===== src/rtl/ppm_pkg.sv =====
// ppm_pkg: shared types and constants for the ppm frame decoder
// request payloads, result payloads, op and edge class codes, register map
// no dependencies; imported by every module of the decoder
package ppm_pkg;

  localparam int US_W     = 15;
  localparam int MARGIN_W = 10;
  localparam int TICK_W   = 16;
  localparam int REM_W    = 4;
  localparam int CFG_W    = 15;
  localparam int CFG_IDX_W = 3;
  localparam int CNT_OUT_W = 4;
  localparam int IDX_IN_W  = 3;

  // tick to microsecond scale: us = ticks * TICK_NUM / TICK_DEN
  localparam logic [REM_W-1:0] TICK_NUM = 4'd4;
  localparam logic [REM_W-1:0] TICK_DEN = 4'd10;

  // register map
  localparam logic [CFG_IDX_W-1:0] REG_GLITCH = 3'd0;
  localparam logic [CFG_IDX_W-1:0] REG_SYNC   = 3'd1;
  localparam logic [CFG_IDX_W-1:0] REG_MIN    = 3'd2;
  localparam logic [CFG_IDX_W-1:0] REG_MAX    = 3'd3;
  localparam logic [CFG_IDX_W-1:0] REG_MARGIN = 3'd4;

  // register reset values
  localparam logic [US_W-1:0]     GLITCH_RST = 15'd300;
  localparam logic [US_W-1:0]     SYNC_RST   = 15'd3000;
  localparam logic [US_W-1:0]     MIN_RST    = 15'd1000;
  localparam logic [US_W-1:0]     MAX_RST    = 15'd2000;
  localparam logic [MARGIN_W-1:0] MARGIN_RST = 10'd20;

  typedef enum logic [1:0] {
    OP_TICK = 2'd0,
    OP_EDGE = 2'd1,
    OP_READ = 2'd2,
    OP_ARM  = 2'd3
  } op_t;

  typedef enum logic [2:0] {
    CLS_DISARMED = 3'd0,
    CLS_GLITCH   = 3'd1,
    CLS_STORED   = 3'd2,
    CLS_DROPPED  = 3'd3,
    CLS_SYNC     = 3'd4
  } edge_class_t;

  typedef struct packed {
    op_t                 op;
    logic [IDX_IN_W-1:0] channel_index;
  } item_t;

  typedef struct packed {
    logic [US_W-1:0]      read_value;
    logic [US_W-1:0]      interval_us;
    edge_class_t          edge_class;
    logic                 frame_ready;
    logic                 armed;
    logic [CNT_OUT_W-1:0] channel_count;
  } result_t;

  typedef struct packed {
    logic tick;
    logic clear;
  } timer_ctl_t;

endpackage


===== src/rtl/ppm_timer.sv =====
// ppm_timer: free-running tick counter with an incremental microsecond view
// keeps quotient and remainder of ticks*4/10 so no divider is needed
// depends on ppm_pkg
module ppm_timer #(
  parameter int RELOAD = 50000
) (
  input  logic                     clk,
  input  logic                     rst,
  input  ppm_pkg::timer_ctl_t      ctl,
  output logic [ppm_pkg::US_W-1:0] us
);
  import ppm_pkg::*;

  localparam logic [TICK_W-1:0] LAST = TICK_W'(RELOAD - 1);

  logic [TICK_W-1:0] tick_count;
  logic [US_W-1:0]   us_q;
  logic [REM_W-1:0]  rem;
  logic [REM_W-1:0]  rem_sum;

  assign rem_sum = rem + TICK_NUM;

  always_ff @(posedge clk) begin
    if (rst || ctl.clear) begin
      tick_count <= '0;
      us_q       <= '0;
      rem        <= '0;
    end else if (ctl.tick) begin
      if (tick_count >= LAST) begin
        tick_count <= '0;
        us_q       <= '0;
        rem        <= '0;
      end else begin
        tick_count <= tick_count + 1'b1;
        if (rem_sum >= TICK_DEN) begin
          rem  <= rem_sum - TICK_DEN;
          us_q <= us_q + 1'b1;
        end else begin
          rem  <= rem_sum;
        end
      end
    end
  end

  assign us = us_q;

  // remainder stays a proper digit
  a_rem_range: assert property (@(posedge clk) disable iff (rst) rem < TICK_DEN)
    else $error("timer remainder out of range");

  // counter and microsecond view clear together
  a_zero_sync: assert property (@(posedge clk) disable iff (rst)
    (tick_count == '0) == ((us_q == '0) && (rem == '0)))
    else $error("timer views out of step");

endmodule


===== src/rtl/ppm_snap.sv =====
// ppm_snap: snaps a pulse width to the min or max end and offsets it by min
// purely combinational, saturates at zero when max lies below min
// depends on ppm_pkg
module ppm_snap (
  input  logic [ppm_pkg::US_W-1:0]     us,
  input  logic [ppm_pkg::US_W-1:0]     min_us,
  input  logic [ppm_pkg::US_W-1:0]     max_us,
  input  logic [ppm_pkg::MARGIN_W-1:0] margin_us,
  output logic [ppm_pkg::US_W-1:0]     value
);
  import ppm_pkg::*;

  logic [US_W:0]          lo_lim;
  logic signed [US_W+1:0] hi_lim;
  logic [US_W-1:0]        snap_lo;
  logic [US_W-1:0]        snap_hi;

  always_comb begin
    lo_lim  = {1'b0, min_us} + (US_W+1)'(margin_us);
    hi_lim  = $signed({2'b00, max_us}) - $signed((US_W+2)'(margin_us));
    snap_lo = ({1'b0, us} < lo_lim) ? min_us : us;
    snap_hi = ($signed({2'b00, snap_lo}) > hi_lim) ? max_us : snap_lo;
    value   = (snap_hi >= min_us) ? (snap_hi - min_us) : '0;
  end

endmodule


===== src/rtl/ppm_store.sv =====
// ppm_store: channel value store, one write and one read port
// cleared at reset, reads past the channel count return zero
// depends on ppm_pkg
module ppm_store #(
  parameter int MAX_CHANNELS = 8,
  parameter int IDX_W        = 3
) (
  input  logic                         clk,
  input  logic                         rst,
  input  logic                         we,
  input  logic [IDX_W-1:0]             waddr,
  input  logic [ppm_pkg::US_W-1:0]     wdata,
  input  logic [ppm_pkg::IDX_IN_W-1:0] rindex,
  output logic [ppm_pkg::US_W-1:0]     rdata
);
  import ppm_pkg::*;

  logic [US_W-1:0]           chan [MAX_CHANNELS];
  logic [IDX_W+IDX_IN_W-1:0] ridx_wide;

  always_ff @(posedge clk) begin
    if (rst) begin
      for (int i = 0; i < MAX_CHANNELS; i++) begin
        chan[i] <= '0;
      end
    end else if (we) begin
      chan[waddr] <= wdata;
    end
  end

  always_comb begin
    ridx_wide = (IDX_W+IDX_IN_W)'(rindex);
    if (int'(rindex) < MAX_CHANNELS) begin
      rdata = chan[ridx_wide[IDX_W-1:0]];
    end else begin
      rdata = '0;
    end
  end

endmodule


===== src/rtl/ppm_frame_decoder.sv =====
// ppm_frame_decoder: top level of the rc ppm frame decoder
// holds the request stage, frame control, registers and result stage
// depends on ppm_pkg, ppm_timer, ppm_snap, ppm_store
//
// usage
//   item channel (item_valid / item_stall / item) carries one request per
//   accepted cycle: timer tick, rising edge, channel read or arm.
//   result channel (result_valid / result_stall / result) returns one result
//   for every edge, read and arm request; ticks give none.
//   cfg_we / cfg_index / cfg_data write a threshold register;
//   write only while no request is in flight.
// timing
//   a request is taken into a request register, then processed in one pass
//   and its result lands in the result register, which drives result_valid.
//   one request per cycle is sustained while the result is not stalled;
//   the frame state, the tick counter and the channel store all update in
//   that single pass.
// reset
//   synchronous rst clears both stages, the tick counter, the store, the
//   channel index and the flags (disarmed), and loads register defaults.
// stall
//   a stalled result holds; the request stage keeps taking ticks, and takes
//   one more request behind it before item_stall rises.
module ppm_frame_decoder #(
  parameter int MAX_CHANNELS = 8,
  parameter int RELOAD       = 50000
) (
  input  logic                          clk,
  input  logic                          rst,
  // request channel
  input  logic                          item_valid,
  output logic                          item_stall,
  input  ppm_pkg::item_t                item,
  // result channel
  output logic                          result_valid,
  input  logic                          result_stall,
  output ppm_pkg::result_t              result,
  // configuration writes
  input  logic                          cfg_we,
  input  logic [ppm_pkg::CFG_IDX_W-1:0] cfg_index,
  input  logic [ppm_pkg::CFG_W-1:0]     cfg_data
);
  import ppm_pkg::*;

  // store index width and channel counter width
  localparam int IDX_W = (MAX_CHANNELS > 1) ? $clog2(MAX_CHANNELS) : 1;
  localparam int CNT_W = $clog2(MAX_CHANNELS + 1);
  localparam logic [CNT_W-1:0] MAX_CNT = CNT_W'(MAX_CHANNELS);

  // threshold registers
  logic [US_W-1:0]     glitch_limit_us;
  logic [US_W-1:0]     sync_limit_us;
  logic [US_W-1:0]     min_value_us;
  logic [US_W-1:0]     max_value_us;
  logic [MARGIN_W-1:0] snap_margin_us;

  // request stage
  logic  s1_valid;
  item_t s1_item;
  logic  s1_has_result;
  logic  advance;

  // frame state
  logic             frame_flag;
  logic             frame_flag_next;
  logic             armed_flag;
  logic             armed_flag_next;
  logic [CNT_W-1:0] next_channel;
  logic [CNT_W-1:0] next_channel_next;

  // datapath
  timer_ctl_t      timer_ctl;
  logic [US_W-1:0] us;
  logic [US_W-1:0] snapped;
  logic [US_W-1:0] store_rdata;
  logic            store_we;
  logic            edge_taken;
  logic            is_glitch;
  logic            is_sync;
  logic            is_full;
  edge_class_t     cls;
  result_t         result_next;

  // ---------------------------------------------------------------------
  // configuration registers
  // ---------------------------------------------------------------------
  always_ff @(posedge clk) begin
    if (rst) begin
      glitch_limit_us <= GLITCH_RST;
      sync_limit_us   <= SYNC_RST;
      min_value_us    <= MIN_RST;
      max_value_us    <= MAX_RST;
      snap_margin_us  <= MARGIN_RST;
    end else if (cfg_we) begin
      case (cfg_index)
        REG_GLITCH: glitch_limit_us <= cfg_data;
        REG_SYNC:   sync_limit_us   <= cfg_data;
        REG_MIN:    min_value_us    <= cfg_data;
        REG_MAX:    max_value_us    <= cfg_data;
        REG_MARGIN: snap_margin_us  <= cfg_data[MARGIN_W-1:0];
        default: ;
      endcase
    end
  end

  // ---------------------------------------------------------------------
  // request stage: ticks never wait on the result side
  // ---------------------------------------------------------------------
  assign s1_has_result = (s1_item.op != OP_TICK);
  assign advance    = s1_valid && (!s1_has_result || !result_valid || !result_stall);
  assign item_stall = s1_valid && !advance;

  always_ff @(posedge clk) begin
    if (rst) begin
      s1_valid <= 1'b0;
    end else if (!item_stall) begin
      s1_valid <= item_valid;
    end
  end

  always_ff @(posedge clk) begin
    if (item_valid && !item_stall) begin
      s1_item <= item;
    end
  end

  // ---------------------------------------------------------------------
  // tick counter in microseconds
  // ---------------------------------------------------------------------
  assign edge_taken      = advance && (s1_item.op == OP_EDGE) && armed_flag;
  assign timer_ctl.tick  = advance && (s1_item.op == OP_TICK);
  assign timer_ctl.clear = edge_taken;

  ppm_timer #(
    .RELOAD (RELOAD)
  ) u_timer (
    .clk (clk),
    .rst (rst),
    .ctl (timer_ctl),
    .us  (us)
  );

  // ---------------------------------------------------------------------
  // pulse classification and snapping
  // ---------------------------------------------------------------------
  ppm_snap u_snap (
    .us        (us),
    .min_us    (min_value_us),
    .max_us    (max_value_us),
    .margin_us (snap_margin_us),
    .value     (snapped)
  );

  assign is_glitch = (us <= glitch_limit_us);
  assign is_sync   = (us > sync_limit_us);
  assign is_full   = (next_channel == MAX_CNT);

  always_comb begin
    if (!armed_flag) begin
      cls = CLS_DISARMED;
    end else if (is_glitch) begin
      cls = CLS_GLITCH;
    end else if (is_sync) begin
      cls = CLS_SYNC;
    end else if (next_channel < MAX_CNT) begin
      cls = CLS_STORED;
    end else begin
      cls = CLS_DROPPED;
    end
  end

  assign store_we = edge_taken && (cls == CLS_STORED);

  ppm_store #(
    .MAX_CHANNELS (MAX_CHANNELS),
    .IDX_W        (IDX_W)
  ) u_store (
    .clk    (clk),
    .rst    (rst),
    .we     (store_we),
    .waddr  (next_channel[IDX_W-1:0]),
    .wdata  (snapped),
    .rindex (s1_item.channel_index),
    .rdata  (store_rdata)
  );

  // ---------------------------------------------------------------------
  // frame state update
  // ---------------------------------------------------------------------
  always_comb begin
    frame_flag_next   = frame_flag;
    armed_flag_next   = armed_flag;
    next_channel_next = next_channel;
    if (edge_taken) begin
      // every taken edge drops the ready flag first
      frame_flag_next = 1'b0;
      if (cls == CLS_SYNC) begin
        if (is_full) begin
          frame_flag_next = 1'b1;
          armed_flag_next = 1'b0;
        end
        next_channel_next = '0;
      end else if (cls == CLS_STORED) begin
        next_channel_next = next_channel + 1'b1;
      end
    end else if (advance && (s1_item.op == OP_ARM)) begin
      armed_flag_next = 1'b1;
    end
  end

  always_ff @(posedge clk) begin
    if (rst) begin
      frame_flag   <= 1'b0;
      armed_flag   <= 1'b0;
      next_channel <= '0;
    end else begin
      frame_flag   <= frame_flag_next;
      armed_flag   <= armed_flag_next;
      next_channel <= next_channel_next;
    end
  end

  // ---------------------------------------------------------------------
  // result stage
  // ---------------------------------------------------------------------
  always_comb begin
    result_next.read_value    = (s1_item.op == OP_READ) ? store_rdata : '0;
    result_next.interval_us   = edge_taken ? us : '0;
    result_next.edge_class    = (s1_item.op == OP_EDGE) ? cls : CLS_DISARMED;
    result_next.frame_ready   = frame_flag_next;
    result_next.armed         = armed_flag_next;
    result_next.channel_count = CNT_OUT_W'(next_channel_next);
  end

  always_ff @(posedge clk) begin
    if (rst) begin
      result_valid <= 1'b0;
    end else if (advance && s1_has_result) begin
      result_valid <= 1'b1;
    end else if (!result_stall) begin
      result_valid <= 1'b0;
    end
  end

  always_ff @(posedge clk) begin
    if (advance && s1_has_result) begin
      result <= result_next;
    end
  end

  // ---------------------------------------------------------------------
  // checks
  // ---------------------------------------------------------------------
  // channel index never runs past the channel count
  a_chan_bound: assert property (@(posedge clk) disable iff (rst)
    next_channel <= MAX_CNT)
    else $error("channel index past channel count");

  // the decoder disarms itself only when a frame completes
  a_disarm_frame: assert property (@(posedge clk) disable iff (rst)
    $fell(armed_flag) |-> frame_flag)
    else $error("disarmed without a complete frame");

  // a frame completes only from a full channel set
  a_frame_full: assert property (@(posedge clk) disable iff (rst)
    $rose(frame_flag) |-> ($past(next_channel) == MAX_CNT) && (next_channel == '0))
    else $error("frame ready without all channels");

  // a held result is not overwritten by a request with a result
  a_no_overrun: assert property (@(posedge clk) disable iff (rst)
    result_valid && result_stall |-> !(advance && s1_has_result))
    else $error("result overwritten while stalled");

endmodule


===== config.mk =====
export PLATFORM = sky130hd
export DESIGN_NAME = ppm_frame_decoder
export DESIGN_NICKNAME = d
export VERILOG_FILES = /design/src/rtl/ppm_pkg.sv /design/src/rtl/ppm_timer.sv /design/src/rtl/ppm_snap.sv /design/src/rtl/ppm_store.sv /design/src/rtl/ppm_frame_decoder.sv
export SDC_FILE = /design/constraint.sdc
export NUM_CORES = 1
export LEC_CHECK = 0
export BUFFER_PORTS_ARGS = -buffer_cell sky130_fd_sc_hd__buf_2
export CAP_MARGIN = 20
export CORE_ASPECT_RATIO = 1.4
export CORE_MARGIN = 3
export CORE_UTILIZATION = 60
export CTS_CLUSTER_DIAMETER = 30
export DETAILED_ROUTE_END_ITERATION = 8
export PLACE_DENSITY_LB_ADDON = 0.1
export SLEW_MARGIN = 20
export SYNTH_ARGS = -nofsm -noshare
export SYNTH_HDL_FRONTEND = slang
export SYNTH_HIERARCHICAL = 1
export SYNTH_SLANG_ARGS = --single-unit

===== constraint.sdc =====
create_clock -name clk -period 23 [get_ports clk]
set_input_delay 3.45 -clock clk [delete_from_list [all_inputs] [get_ports clk]]
set_output_delay 3.45 -clock clk [all_outputs]
set_load 0.005 [all_outputs]

==> run metrics <==
initial core utilization 0.616; Inst Count DP 1,804; Layout fillers 1,888; reg2reg setup slack 13.61 ns; Crit. End Element register; Post-Syn Nets 1,605; share of layout cells above drive strength 1 0.152; maximum number of pins on one net before global-route repair 65; number of warning messages in the yosys log 6; post-synthesis instance total 1,473; fraction of registers with async set/reset 0; Design Power 1390 uW; worst ir drop on vdd 75.5 uV; via count 11,600; total clock sinks 276; Num CTS Buffers 45; clock root buffer master sky130_fd_sc_hd__clkbuf_16; headroom to the max-slew limit 0.277; endpoint of the lowest-slack register-to-register path u_store/chan[0][14]; Yosys reg bits 276; Distinct cells, synth 81; outcome finished, final reports clean; TritonCTS clock tree built; start point of the worst min-delay path glitch_limit_us[4]; Routed Wire Length 39.2 mm; Via density 6.13; max-capacitance violation count 0; Post-synth EDFFs 164; deepest clock path buffer count 3; area of the core region 24,800 um2; overflow left after global routing 0; net total in the final layout 1,668; clock slew at reported path FFs 0.06 ns; endpoint arrival time on the critical path 9.76 ns; Max Fanout on Critical Path 15; horizontal die dimension 141 um; sequential cell area in the final layout 7170 um2; Critical Path Slowest Stage Cell sky130_fd_sc_hd__o32a_1; Critical Setup Path Class reg2reg; I/O Buffers 68; Reg2Reg Launch Point min_value_us[0]; layout overhead on the synthesized area 13.5%; Detailed Route Iter0 Violations 721; post-route setup TNS 0 ns; worst r2r path cells 36; number of top-level pins 69; FP Rows 68; number of standard cells in the layout, taps in and fillers out 1,887; biggest area consumer among synthesized cells sky130_fd_sc_hd__edfxtp_1; hold violation count in the final report 0; final antenna-violating net count 0; clock period minus final worst setup slack 9.39 ns; Multi-input gate area 7440 um2; Period Utilization, post-route 0.408; CTS Hold Buffers Added 0; DR pass1 iterations 5; share of the synthesized area in the top cell type 0.322; height of the die 195 um; Post-Synthesis Mean Instance Area 10.4 um2; CP dominant cell by count sky130_fd_sc_hd__a21o_1; post-detailed-route DRC marker count 0; Hold Crit Depth 2; endpoint of the worst hold path glitch_limit_us[4]; maximum level of the CTS H-tree 2; setup repair bufs after CTS 0; Pins Over Slew Limit 0; number of global-route vias before repair 11,300; number of antenna violations at the first check in global routing 0; Hold WC Path Type reg2reg; final-report setup violation count 0; total global routing track utilization 0.284; post-synth design cell area 15,300 um2; Die Footprint 27,500 um2; worst-skew pair later-pin latency 0.54 ns; ant diodes 0; power per standard cell area 80.0 nW/um2; timing-limited maximum frequency 106 MHz; worst path required time 23.37 ns; gp weighted congestion 0.941; unrepaired setup endpoints after global routing no; Area contributors post-synth sky130_fd_sc_hd__edfxtp_1 32%, sky130_fd_sc_hd__dfxtp_1 15%, sky130_fd_sc_hd__ha_1 8.3%; first-pass GRT wire length 61.9 mm; LEAKAGE 0.00686 uW; drt wl/cell 20.8 um; Worst Clk Skew 0.0214 ns; quantity of gates resized following cts 0; top flip-flop cell by instance count after synthesis sky130_fd_sc_hd__edfxtp_1; post-DP HPWL 27.2 mm; sequential-to-total area share from yosys stat 0.468; transition at the pin with the smallest max-transition slack 1.09 ns; Critical Path Source Type register; crit-path max cell delay 0.80 ns
[stage by stage]
stage | instance area, um2 | hold WS [ns] | setup slack, ns | util
finish | 17400 | 0.454 | 13.61 | 0.699
global route | 17400 | 0.467 | 12.99 | 0.699
CTS | 17400 | 0.456 | 13.78 | 0.699
detailed placement | 15900 | 0.449 | 13.86 | 0.638
global placement | 15800 | 0.442 | 14.04 | 0.638
floorplan | 15300 | 0.436 | 15.17 | -
[logic make-up (layout without fill, tap and decap cells)]
| logic type | count (synthesis) | after routing | share of synthesized area |
|---|---|---|---|
| AO/OA/AOI/OAI | 249 | 249 | 0.105 |
| XOR/XNOR | 46 | 46 | 0.0263 |
| adder cells (fa/ha/maj) | 104 | 104 | 0.0865 |
| buffers and inverters | 166 | 265 | 0.0458 |
| flip-flops | 276 | 276 | 0.468 |
| multiplexers | 78 | 78 | 0.0889 |
| AND/OR/NAND/NOR | 554 | 554 | 0.179 |
[sequential cells by signal, summed over array words and instances, names as in the netlist, 3 cells and up]
register            count
u_store/chan          120
result                 39
u_timer/tick_count     16
glitch_limit_us        15
max_value_us           15
min_value_us           15
sync_limit_us          15
u_timer/us             15
snap_margin_us         10
s1_item                 5
next_channel            4
u_timer/rem             3
[per-layer routing]
| layer | vias up | GRT usage | wire (um) |
|---|---|---|---|
| met5 | - | 0 | 0 |
| met4 | 0 | 0.124 | 1640 |
| met3 | 103 | 0.0355 | 1710 |
| met2 | 409 | 0.501 | 20400 |
| met1 | 5510 | 0.349 | 15400 |
| li1 | 5552 | - | - |
[synthesized netlist by cell type (9+ instances only)]
master	number
sky130_fd_sc_hd__a21o_1	20
sky130_fd_sc_hd__a21oi_1	95
sky130_fd_sc_hd__a31oi_1	9
sky130_fd_sc_hd__and2_1	23
sky130_fd_sc_hd__and3_1	19
sky130_fd_sc_hd__buf_2	15
sky130_fd_sc_hd__clkbuf_1	42
sky130_fd_sc_hd__clkinv_1	16
sky130_fd_sc_hd__dfxtp_1	112
sky130_fd_sc_hd__edfxtp_1	164
sky130_fd_sc_hd__ha_1	101
sky130_fd_sc_hd__inv_1	77
sky130_fd_sc_hd__mux2_2	34
sky130_fd_sc_hd__mux2_4	10
sky130_fd_sc_hd__mux4_1	30
sky130_fd_sc_hd__nand2_1	171
sky130_fd_sc_hd__nand2b_1	13
sky130_fd_sc_hd__nand3_1	40
sky130_fd_sc_hd__nand4_1	22
sky130_fd_sc_hd__nor2_1	64
sky130_fd_sc_hd__nor2b_1	12
sky130_fd_sc_hd__nor3_1	134
sky130_fd_sc_hd__o211ai_1	17
sky130_fd_sc_hd__o21a_1	16
sky130_fd_sc_hd__o21ai_0	35
sky130_fd_sc_hd__o21bai_1	9
sky130_fd_sc_hd__xnor2_1	29
sky130_fd_sc_hd__xor2_1	17
[worst max-delay path, delay by kind of cell, from the launching register on]
kind | cells | cell delay [ns]
AO/OA/AOI/OAI | 19 | 5.01
XOR/XNOR | 1 | 0.13
adder cells (fa/ha/maj) | 6 | 1.87
buffers and inverters | 2 | 0.33
flip-flops | 1 | 0.35
multiplexers | 2 | 0.72
AND/OR/NAND/NOR | 6 | 0.83
[power breakdown]
part           total (uW)  internal, uW  leakage [uW]  switching (uW)
Combinational         176          64.8       0.00359             111
Sequential            547           539       0.00252            7.74
Clock                 667           424      0.000746             243
[cell usage in the layout, fill, tap and decap left out, drive strengths merged, types with 4 or more instances in the layout]
cell type / count
a211oi: 10
a21o: 21
a21oi: 95
a31oi: 9
and2: 24
and3: 24
and4: 7
buf: 89
clkbuf: 56
clkinv: 27
dfxtp: 112
edfxtp: 164
ha: 101
inv: 88
mux2: 44
mux2i: 4
mux4: 30
nand2: 171
nand2b: 13
nand3: 41
nand3b: 4
nand4: 22
nor2: 64
nor2b: 12
nor3: 135
nor4: 9
o211ai: 17
o21a: 16
o21ai: 37
o21bai: 9
o31ai: 4
or2: 7
or3: 8
xnor2: 29
xor2: 17
[worst max path at each step]
| stage | startpoint | to | slack, ns | cells after the start |
|---|---|---|---|---|
| final | min_value_us[0] | u_store/chan[0][14] | 13.61 | 36 |
| after global routing | min_value_us[0] | u_store/chan[0][14] | 12.99 | 36 |
| after CTS | min_value_us[0] | u_store/chan[0][14] | 13.78 | 36 |
| after detailed placement | min_value_us[0] | u_store/chan[0][14] | 13.86 | 36 |
| after global placement | min_value_us[0] | u_store/chan[6][14] | 14.04 | 36 |
| after floorplan | min_value_us[0] | u_store/chan[1][7] | 15.17 | 38 |
[layout make-up]
class | instances | share of cell area
inverter | 93 | 0.0201
multi-input combinational | 1031 | 0.428
clock inverter | 27 | 0.0162
timing repair buffer | 89 | 0.0287
clock buffer | 56 | 0.0714
tap | 315 | 0.0227
sequential | 276 | 0.412
Note: power is estimated with default switching activity, not from simulation.
